File: src/hdl/brs_pkg.sv
// Package for the rectangle segmentation block: sizes, payload structs,
// sequencer states and shared-unit request types. No dependencies.
package brs_pkg;

   localparam int MAX_WIDTH  = 64;
   localparam int MAX_HEIGHT = 64;
   localparam int STRIDE     = MAX_WIDTH + 1;
   localparam int DEPTH      = STRIDE * (MAX_HEIGHT + 1);
   localparam int ADDR_W     = $clog2(DEPTH);
   localparam int DIM_W      = 7;
   localparam int POS_W      = 6;
   localparam int COLOR_W    = 16;
   localparam int SUM_W      = 28;
   localparam int PIX_W      = 3 * SUM_W;
   localparam int CNT_W      = 13;
   localparam int QW         = 58;
   localparam int STEP_W     = 6;

   localparam logic CSR_WIDTH  = 1'b0;
   localparam logic CSR_HEIGHT = 1'b1;

   typedef struct packed {
      logic [COLOR_W-1:0] red;
      logic [COLOR_W-1:0] green;
      logic [COLOR_W-1:0] blue;
   } req_data_type;

   typedef struct packed {
      logic [POS_W-1:0]   top_row;
      logic [POS_W-1:0]   left_col;
      logic [DIM_W-1:0]   bottom_row;
      logic [DIM_W-1:0]   right_col;
      logic [COLOR_W-1:0] inner_red;
      logic [COLOR_W-1:0] inner_green;
      logic [COLOR_W-1:0] inner_blue;
      logic [COLOR_W-1:0] outer_red;
      logic [COLOR_W-1:0] outer_green;
      logic [COLOR_W-1:0] outer_blue;
   } rsp_data_type;

   typedef enum logic {
      ALU_MUL,
      ALU_DIV
   } alu_op_type;

   typedef struct packed {
      logic            start;
      alu_op_type      op;
      logic [QW-1:0]   a;
      logic [SUM_W-1:0] b;
   } alu_req_type;

   typedef struct packed {
      logic          busy;
      logic          done;
      logic [QW-1:0] result;
   } alu_rsp_type;

   typedef enum logic [3:0] {
      ST_LOAD,
      ST_LWRITE,
      ST_TOTAL,
      ST_TOTAL_WAIT,
      ST_CAND,
      ST_FIN,
      ST_READ,
      ST_MUL,
      ST_DIV_IN,
      ST_DIV_OUT,
      ST_SCORE,
      ST_MEAN,
      ST_OUT
   } state_type;

   function automatic logic [ADDR_W-1:0] table_addr(input logic [DIM_W-1:0] row,
                                                    input logic [DIM_W-1:0] col);
      table_addr = ADDR_W'(row) * ADDR_W'(STRIDE) + ADDR_W'(col);
   endfunction

   function automatic logic [DIM_W-1:0] clamp_dim(input logic [DIM_W-1:0] v,
                                                  input logic [DIM_W-1:0] lim);
      logic [DIM_W-1:0] r;
      if (v == '0) begin
         r = DIM_W'(1);
      end else if (v > lim) begin
         r = lim;
      end else begin
         r = v;
      end
      clamp_dim = r;
   endfunction

endpackage

File: src/hdl/brs_alu.sv
// Shared bit-serial unit: shift-add multiply and restoring divide,
// one bit per cycle. Depends on brs_pkg.
module brs_alu import brs_pkg::*; (
   input  logic        clock,
   input  logic        reset,
   input  alu_req_type req,
   output alu_rsp_type rsp
);

   logic              busy_ff, busy_in;
   logic              done_ff, done_in;
   alu_op_type        op_ff, op_in;
   logic [STEP_W-1:0] cnt_ff, cnt_in;
   logic [QW-1:0]     acc_ff, acc_in;
   logic [QW-1:0]     shf_ff, shf_in;
   logic [SUM_W-1:0]  mpl_ff, mpl_in;
   logic [CNT_W:0]    rem_ff, rem_in;
   logic [CNT_W:0]    rem_sh;
   logic [STEP_W-1:0] last;

   always_comb begin
      busy_in = busy_ff;
      done_in = 1'b0;
      op_in   = op_ff;
      cnt_in  = cnt_ff;
      acc_in  = acc_ff;
      shf_in  = shf_ff;
      mpl_in  = mpl_ff;
      rem_in  = rem_ff;
      rem_sh  = {rem_ff[CNT_W-1:0], shf_ff[QW-1]};
      last    = (op_ff == ALU_MUL) ? STEP_W'(SUM_W - 1) : STEP_W'(QW - 1);
      if (req.start) begin
         busy_in = 1'b1;
         op_in   = req.op;
         cnt_in  = '0;
         acc_in  = '0;
         rem_in  = '0;
         shf_in  = req.a;
         mpl_in  = req.b;
      end else if (busy_ff) begin
         unique case (op_ff)
            ALU_MUL: begin
               if (mpl_ff[0]) begin
                  acc_in = acc_ff + shf_ff;
               end
               shf_in = {shf_ff[QW-2:0], 1'b0};
               mpl_in = {1'b0, mpl_ff[SUM_W-1:1]};
            end
            ALU_DIV: begin
               if (rem_sh >= {1'b0, mpl_ff[CNT_W-1:0]}) begin
                  rem_in = rem_sh - {1'b0, mpl_ff[CNT_W-1:0]};
                  acc_in = {acc_ff[QW-2:0], 1'b1};
               end else begin
                  rem_in = rem_sh;
                  acc_in = {acc_ff[QW-2:0], 1'b0};
               end
               shf_in = {shf_ff[QW-2:0], 1'b0};
            end
            default: begin
               acc_in = acc_ff;
            end
         endcase
         cnt_in = cnt_ff + STEP_W'(1);
         if (cnt_ff == last) begin
            busy_in = 1'b0;
            done_in = 1'b1;
         end
      end
   end

   always_ff @(posedge clock) begin
      if (reset) begin
         busy_ff <= 1'b0;
         done_ff <= 1'b0;
      end else begin
         busy_ff <= busy_in;
         done_ff <= done_in;
      end
      op_ff  <= op_in;
      cnt_ff <= cnt_in;
      acc_ff <= acc_in;
      shf_ff <= shf_in;
      mpl_ff <= mpl_in;
      rem_ff <= rem_in;
   end

   assign rsp.busy   = busy_ff;
   assign rsp.done   = done_ff;
   assign rsp.result = acc_ff;

endmodule

File: config.mk
export PLATFORM = sky130hd
export DESIGN_NAME = brs_alu
export DESIGN_NICKNAME = d
export VERILOG_FILES = /design/src/hdl/brs_pkg.sv /design/src/hdl/brs_alu.sv
export SDC_FILE = /design/constraint.sdc
export NUM_CORES = 1
export LEC_CHECK = 0
export ABC_AREA = 1
export BUFFER_PORTS_ARGS = -buffer_cell sky130_fd_sc_hd__buf_4
export CAP_MARGIN = 20
export CORE_ASPECT_RATIO = 1.1
export CORE_MARGIN = 1.5
export CORE_UTILIZATION = 60
export DETAILED_ROUTE_END_ITERATION = 16
export PLACE_DENSITY = 0.85
export RECOVER_POWER = 50
export SETUP_SLACK_MARGIN = 0.5
export SLEW_MARGIN = 15
export SYNTH_ARGS = -nofsm -noshare
export SYNTH_HDL_FRONTEND = slang
export SYNTH_SLANG_ARGS = --single-unit
File: constraint.sdc
create_clock -name clock -period 4.4 [get_ports clock]
set_input_delay 0.44 -clock clock [delete_from_list [all_inputs] [get_ports clock]]
set_output_delay 0.44 -clock clock [all_outputs]
set_load 0.1 [all_outputs]
# Yosys cells after proc, flatten, opt, wreduce, memory -nomap -nowiden
# Index checks and enable logic that the tools add are counted.
[classes]
addsub = 3
n_mul = 0
n_div = 0
n_lt_le_gt_ge = 1
n_eq_ne = 3
shift = 0
muxes = 14
bitwise_logic = 2
n_reduce_logical = 5
[op_table]
columns = ["cell", "count"]
rows = [
  ["$mux W58", 3],
  ["$pmux W58 S2", 1],
  ["$mux W28", 3],
  ["$add A58 B58 Y58", 1],
  ["$ge A14 B13 Y1", 1],
  ["$mux W13", 1],
  ["$sub A13 B13 Y13", 1],
  ["$add A6 B1 Y6 const B", 1],
  ["$eq A6 B6 Y1", 1],
  ["$mux W6", 1],
  ["$reduce_and A2 Y1", 3],
  ["$mux W1", 5],
  ["$ne A2 B2 Y1 const B", 2],
  ["$reduce_or A3 Y1", 1],
  ["$not A1 Y1", 2],
  ["$reduce_bool A2 Y1", 1],
]
[word_totals]
ff_bits = 166
latchBits = 0
ram_bits = 0
mem_bits_ro = 0
inputBits = 90
out_inout_bits = 60
elab_cells = 36
n_memories = 0

# Logic depth before layout (Yosys ltp)
# Gate-level depths: netlist of run 1.
[depth]
depth_word = 5
mapped_depth = 15
mapped_depth_nobuf = 15

# Least setup slack after synthesis of run 1
# No wires, ideal clock.
[synth_path]
path_type = "register -> register"
from = "register op_ff"
to = "register mpl_ff[0] (enable)"
setup_time_ns = 0.452
arrival_time_ns = 2.822
required_time_ns = 3.948
setup_slack_ns = 1.126
stages_incl_launch_ff = 4
n_path_buf = 2
period_less_slack_ns = 3.274
path_cell_list = "edfxtp_1 > clkbuf_1 > buf_2 > o21ai_0"
[synth_between]
elab_chain_cells = 2
[synth_lines]
columns = ["item", "line", "source"]
rows = [
  ["from (decl)", "brs_alu.sv:12", "alu_op_type op_ff, op_in;"],
  ["from (signal assigned)", "brs_alu.sv:79", "op_ff <= op_in;"],
  ["$ne A2 B2 Y1 (no line)", "--", ""],
  ["$reduce_and A2 Y1 (no line)", "--", ""],
  ["to (signal assigned)", "brs_alu.sv:83", "mpl_ff <= mpl_in;"],
  ["to (decl)", "brs_alu.sv:16", "logic [SUM_W-1:0] mpl_ff, mpl_in;"],
]
# Every way passes these cells.
# A chain may end at the register's enable or synchronous reset.

# Worst setup path in the final report of run 1
[layout_path]
from = "input req[87] in the netlist's numbering"
to = "register shf_ff[30], data pin"
[layout_between]
elab_chain_cells = 1
[layout_lines]
columns = ["item", "line", "source"]
rows = [
  ["from (decl)", "brs_alu.sv:6", "input alu_req_type req,"],
  ["$mux W58", "brs_alu.sv:32", "if (req.start) begin"],
  ["named net shf_in[30]", "brs_alu.sv:15", "logic [QW-1:0] shf_ff, shf_in;"],
  ["to (signal assigned)", "brs_alu.sv:82", "shf_ff <= shf_in;"],
  ["to (decl)", "brs_alu.sv:15", ""],
]
# The timed path passes the listed nets, and every way through them passes these cells.

==> metrics.txt, run 1 <==
outcome=complete, but fails checks; violated checks=max-capacitance violations, max-slew violations; drt first pass iters=5; Met1 Wirelength=16700 um; Req. time, crit path=4.69 ns; Avg WL per Cell=15.4 um; Rows=56; Area Overhead vs Synth=12.8%; area of the mapped netlist=0.0131 mm^2; Crit-path slowest cell=clkbuf_1; met2 WL=about 19000 um; Final Critical Period=3.37 ns; Max stage delay on crit path=between 2 and 2.5 ns; vias in the first global route=about 13000; I/O pin total=150; antenna fix cells=0; final hold violation count=0; GR Util All Layers=between 30 and 40%; Final period util=about 77%; root buf cell=clkbuf_16; max layer used=met4; post-layout util=just under 70%; ys async rst share=0%; final setup fails=0; CP Launch Type=input port; RSZ-0062 raised after global routing=no; Total Nets Final=about 2400; predominant post-synthesis flop cell=edfxtp_1; placed inst area=about 0.014 mm^2; Detail Route met3 WL=~2200 um; initial drt markers=between 900 and 1000; DPL Wire Length=about 30000 um; Starting Density=about three fifths; Vias=13223; Reg2Reg Setup Slack=between 1 and 1.5 ns; syn nets=approximately 2200; Core ar.=0.0214 mm^2; CP endpoint=shf_ff[30]; Syn Inst Count=2084; Hold Crit Depth=2; antenna viol nets, final=0; Routed WL=38500 um; Cell variety after synth=43; Overflow after GRT=0; HP Class=in -> reg; maximum buffer depth of the clock tree=2; Power per Cell Area=approximately 360 mW/mm^2; Critical R2R Capture=acc_ff[28]; clock sink count=roughly 170; chip width=144 um; design area=around 0.015 mm^2; Critical Path AT=roughly 3.7 ns; Fillers=1983; CTS tree=built; largest net degree at the start of global routing=82; R2R depth=6; IO buf count=149; Max Clk Rate=around 300 MHz; Leakage=0.00795 uW; sequential element share of the synthesized area=about a third; multi-input logic area=between 0.007 and 0.008 mm^2; Tightest Pin Transition=between 3 and 4 ns; Worst Hold Margin=0.154 ns; Ys Warns=0; Die Area=0.0228 mm^2; CP Cell Sequence=buf_4 -> clkbuf_1 -> nand2_1 -> nand2_1; GPL Wtd Cong=0.981; chip height=approximately 160 um; hold-fix buffers at CTS=0; Post-synth EDFFs=87; clk slew on worst S/H paths=roughly 0.07 ns; crit-path most repeated cell=nand2_1; fraction of layout cells with a size suffix above 1=about a tenth; Mapped Avg Cell Area=about 6.3 um^2; # DRC=0; first-pass GRT wire length=slightly above 60000 um; Storage cell area=roughly 0.0042 mm^2; MaxCap Viol Count=4; Worst VDD drop=0.254 mV; Worst Setup SP=req[87]; H-tree depth reported by CTS=4; Via density=5.27; Post-CTS Setup Inserts=0; worst-path fanout max=between 80 and 90; RR Startpoint=busy_ff; initial antenna violation count=0; clock insertion delay at the later pin of the skew report=approximately 0.44 ns; Synth Register Bits=approximately 170; final setup skew=around 0.017 ns; Slew Limit Fails=~220; CTS Buf Count=17; Design Power=between 5000 and 6000 uW; post-cts gate resize count=0; Worst Setup End Kind=flip-flop; Fin Setup TNS=0 ns; worst rel slew slack=-132%; CP Class=in -> reg
worst max-delay path: cells and delay by family:
family	cells	cell delay [ns]
buf+inv	2	2.76
simple gates	2	0.37
cells in the mapped netlist, drive strengths merged, types with 2 or more instances:
library cell	n	area (um^2)
nand2	889	3380
inv	348	1310
nor2	134	581
a21oi	128	671
o21ai	104	532
edfxtp	87	2610
dfxtp	79	1580
ha	71	888
nand3	64	370
clkbuf	47	176
xor2	33	289
o21bai	26	203
nand4	13	81.3
nor3	13	85.1
buf	11	80.1
xnor2	7	61.3
nor4	5	31.3
and3	4	25.0
clkinv	4	15.0
nand3b	3	26.3
o2111ai	3	26.3
a31oi	2	12.5
and2	2	13.8
fa	2	40.0
o211ai	2	15.0
registers in the layout (all words and copies together), names as in the netlist:
name and count:
done_ff 1, cnt_ff 6, shf_ff 58, rem_ff 13
mpl_ff 28, op_ff 1, acc_ff 58, busy_ff 1
cell families (layout without fill, tap and decap cells):
kind of cell	after synthesis	count (layout)	share of synthesized area, %
buffers and inverters	410	543	12.0
AND/OR/NAND/NOR	1128	1128	35.0
flip-flops	166	166	32.0
adder cells (fa/ha/maj)	73	73	7.07
AO/OA/AOI/OAI	267	267	11.2
XOR/XNOR	40	40	2.67
layer usage:
metal  vias to the layer above  track usage [%]
li1                       6710                -
met4                         0             12.3
met1                      5967             42.6
met5                         -                0
met2                       465             59.9
met3                        81             4.84
cells in the final DEF, fill, tap and decap left out, types with 4 or more instances in the layout:
| cell | instances |
|---|---|
| nand2_1 | 873 |
| inv_1 | 338 |
| a21oi_1 | 120 |
| nor2_1 | 109 |
| buf_4 | 96 |
| o21ai_0 | 93 |
| edfxtp_1 | 87 |
| dfxtp_1 | 79 |
| ha_1 | 71 |
| clkbuf_1 | 62 |
| nand3_1 | 54 |
| xor2_1 | 33 |
| o21bai_1 | 24 |
| nor2_2 | 22 |
| clkbuf_16 | 17 |
| nand2_2 | 16 |
| nand4_1 | 13 |
| inv_2 | 12 |
| nand3_2 | 10 |
| o21ai_1 | 10 |
| nor3_1 | 9 |
| a21oi_2 | 8 |
| xnor2_1 | 7 |
| nor4_1 | 5 |
| nor3_2 | 4 |
| and3_1 | 4 |
| inv_8 | 4 |
| clkinv_8 | 4 |
power by group:
part / switching [uW] / internal, uW / leakage (uW)
registers: 110 / 1790 / 0.00154
clock network: 744 / 817 / 0.000293
logic: 1300 / 499 / 0.00612
through the flow:
| stage | instances | setup WS (ns) |
|---|---|---|
| after floorplan | 2084 | 1.13 |
| after global placement | 2475 | 1.65 |
| after detailed placement | 2475 | 1.44 |
| after CTS | 2507 | 1.43 |
| after global routing | 2507 | 0.714 |
| final | 2507 | 1.03 |
area by class of cell:
type / count / area share, %
multi-input cells: 1508 / 49.7
repair buffers: 159 / 6.49
flip-flops and latches: 166 / 28.3
inverters: 352 / 8.93
well taps: 290 / 2.45
clock inverters: 15 / 1.27
clock buffers: 17 / 2.87
how the worst min path moves through the flow:
stage	from	endpoint	slack [ns]
after floorplan	cnt_ff[5]	cnt_ff[5]	0.44
after global placement	cnt_ff[5]	cnt_ff[5]	0.46
after detailed placement	cnt_ff[5]	cnt_ff[5]	0.49
after CTS	reset	busy_ff	0.16
after global routing	reset	busy_ff	0.15
final	reset	busy_ff	0.15
No activity file was read; power rests on OpenSTA's default activity.
==> run 2, diff against run 1 <==
Settings changed: ABC_AREA 1 to 0, CORE_UTILIZATION 60 to 53, PLACE_DENSITY 0.85 to 0.8.
Clock period 4.4 ns to 3 ns, I/O delays scaled along.
==> metrics.txt, run 2 <==
outcome=finished clean; Worst VDD drop=0.412 mV (+62%); worst-path fanout max=4 (-95%); maximum buffer depth of the clock tree=2 (unchanged); antenna fix cells=0 (unchanged); highest-count cells in the layout ignoring fill and taps=nand2_1, buf_4, nor2_1, a21oi_1, edfxtp_1; largest net degree at the start of global routing=100 (+22%); post-layout util=67.8% (-1.5 points); clock insertion delay at the later pin of the skew report=0.45 ns (about the same); Worst Setup End Kind=flip-flop; final setup fails=0 (unchanged); Power per Cell Area=584 mW/mm^2 (+64%); Reg2Reg Setup Slack=0.11 ns (-1.22 ns); Max stage delay on crit path=0.43 ns (-2.05 ns); Fin Setup TNS=0 ns (unchanged); Synth area leaders=edfxtp_1, dfxtp_1, ha_1, mux2_2, a21oi_1; area of the mapped netlist=0.0111 mm^2 (-15%); predominant post-synthesis flop cell=edfxtp_1; Die Area=0.0219 mm^2 (-3.9%); Req. time, crit path=3.38 ns (-1.31 ns); sequential element share of the synthesized area=37.7% (+5.7 points); IO buf count=149 (unchanged); Crit-path slowest cell=edfxtp_1; RSZ-0062 raised after global routing=yes; H-tree depth reported by CTS=4 (unchanged); design area=0.0139 mm^2 (-5.8%); Comb pwr share=36.7% (+2.5 points); GPL Wtd Cong=0.973 (-0.85%); switching power=3080 uW (+43%); Fillers=1614 (-19%); Hold Crit Depth=2 (unchanged); P_int=5060 uW (+63%); multi-input logic area=0.00719 mm^2 (-2.2%); Sequential Power Share=34.9% (-1.2 points); Leakage=0.00541 uW (-32%); chip width=141 um (-1.9%); drt first pass iters=8 (+3); CTS Buf Count=17 (unchanged); placed instance count=1582 (-36%); Area Overhead vs Synth=25.2%; Via density=6.20 (+18%); DPL Wire Length=20900 um (-29%); Avg WL per Cell=18.8 um (+22%); Tightest Pin Transition=1.27 ns (-2.22 ns); fraction of layout cells with a size suffix above 1=30.4% (+21 points); most frequent cell after synthesis=nand2_1; top cells by count, synth=nand2_1, a21oi_1, nor2_1; root buf cell=clkbuf_16; commonest non-fill, non-tap cell in the layout=nand2_1; Critical Path AT=3.27 ns (-0.39 ns); Overflow after GRT=0 (unchanged); Cell variety after synth=76 (+77%); top-area cell type share of the netlist area=23.5% (-1.5 points); Synth Register Bits=166 (unchanged); final hold violation count=0 (unchanged); initial drt markers=1026 (+4.5%); GR Util All Layers=27.3% (-6.8 points); Max Clk Rate=346 MHz; Core ar.=0.0206 mm^2 (-3.7%); Mapped Avg Cell Area=9.06 um^2 (+44%); initial antenna violation count=0 (unchanged); Vias=10269 (-22%); CTS tree=built; clock sink count=166 (unchanged); Hold EP=busy_ff; Total Nets Final=1549 (-35%); ys async rst share=0% (unchanged); clk slew on worst S/H paths=0.07 ns (about the same); clock power share=28.4% (-1.2 points); CP Cell Sequence=ha_4 -> fa_2 -> a211oi_2 -> o21ai_2 -> o2111ai_2 -> nand4_1 -> nand4_1 -> o21ai_4 -> a211oi_4 -> mux2i_1 -> o311a_1; first-pass GRT wire length=48300 um (-20%); Synth area leader=edfxtp_1; placed inst area=0.0127 mm^2 (-12%); antenna viol nets, final=0 (unchanged); Syn Inst Count=1229 (-41%); I/O pin total=150 (unchanged); Ys Warns=0 (unchanged); Worst Path Buf+Inv=0 (-2); CP Launch Type=flip-flop; Starting Density=54.1% (-7.3 points); Final period util=a little over nine tenths; Storage cell area=0.00433 mm^2 (+3.3%); crit-path most repeated cell=nand4_1; R2R depth=11 (+5); Post-synth EDFFs=87 (unchanged); RR Startpoint=shf_ff[0]; worst rel slew slack=16.0% (+150 points); switch share=37.8% (-3.2 points); final setup skew=0.0136 ns (-0.00349 ns); Rows=55 (-1.8%); Crit path max-delay family=compound AO/OA/AOI/OAI gates; MaxCap Viol Count=0 (-4); Routed WL=31100 um (-19%); syn nets=1392 (-38%); largest registers=acc_ff: 58 flops, shf_ff: 58 flops, mpl_ff: 28 flops; Slew Limit Fails=0 (-100%); Hold Startpoint=reset; HP Class=in -> reg; chip height=155 um (-1.9%); Final Critical Period=2.89 ns; Critical R2R Capture=acc_ff[46]; Non-Filler Instances=1655 (-34%); # DRC=0 (unchanged); vias in the first global route=9770 (-22%); CP Class=reg -> reg
## run 2: power by group through the flow
stage | registers (uW) | logic, uW | clock network [uW]
4_1_cts | 2840 | 2850 | 2330
2_1_floorplan | 3340 | 1570 | 0
3_3_place_gp | 2870 | 2630 | 0
5_1_grt | 2860 | 3200 | 2420
6_report | 2840 | 2990 | 2310
3_5_place_dp | 2870 | 2660 | 0
## run 2: logic make-up (layout without fill, tap and decap cells)
| kind of cell | after synthesis | after routing | share of synthesized area [%] |
|---|---|---|---|
| AO/OA/AOI/OAI | 370 | 370 | 21.1 |
| AND/OR/NAND/NOR | 369 | 369 | 15.1 |
| flip-flops | 166 | 166 | 37.7 |
| buffers and inverters | 97 | 267 | 3.89 |
| multiplexers | 91 | 91 | 8.99 |
| adder cells (fa/ha/maj) | 73 | 73 | 8.34 |
| XOR/XNOR | 63 | 63 | 4.96 |
## run 2: worst reg2reg max path, stage by stage, from the launching register on
cell and delay (ns):
edfxtp_1 0.43, ha_4 0.19, fa_2 0.35, a211oi_2 0.23, o21ai_2 0.13, o2111ai_2 0.21
nand4_1 0.19, nand4_1 0.27, o21ai_4 0.11, a211oi_4 0.34, mux2i_1 0.23, o311a_1 0.17
## run 2: final cells by class
type	count	share of cell area [%]
clock buffer	18	3.08
clock inverter	14	1.26
sequential	166	31.1
tap	256	2.30
multi-input combinational	966	51.6
inverter	26	0.727
timing repair buffer	209	10.0
## run 2: how the worst max path moves through the flow
| stage | start | end | cells after the start |
|---|---|---|---|
| 3_3_place_gp | shf_ff[0] | acc_ff[46] | 11 |
| 4_1_cts | shf_ff[0] | acc_ff[56] | 11 |
| 2_1_floorplan | acc_ff[3] | acc_ff[55] | 10 |
| 3_5_place_dp | shf_ff[0] | acc_ff[46] | 11 |
| 5_1_grt | shf_ff[0] | acc_ff[42] | 12 |
| 6_report | shf_ff[0] | acc_ff[46] | 11 |
## run 2: through the flow
stage,hold WS (ns),setup WS (ns),power [uW]
2_1_floorplan,0.379,0.324,4900
4_1_cts,0.0281,0.189,8010
5_1_grt,0.0331,-0.0119,8480
6_report,0.0348,0.106,8140
3_5_place_dp,0.474,0.0457,5540
3_3_place_gp,0.456,0.132,5500
## run 2: what timing repair did
action                                  in CTS  in global routing
endpoints found under the setup margin      50                 59
hold endpoints to repair                     0                  0
hold buffers                                 0                  0
buffers inserted                            20                 20
cloned                                       0                  1
pin swaps                                   42                 69
gates resized for setup                     71                 54
## run 2: per-layer routing
| layer | up-vias | routed length, um | global-route usage, % |
|---|---|---|---|
| met5 | - | 0 | 0 |
| met4 | 0 | 876 | 10.4 |
| met3 | 85 | 1920 | 4.34 |
| met2 | 454 | 15100 | 46.5 |
| met1 | 4880 | 13100 | 35.0 |
| li1 | 4850 | - | - |
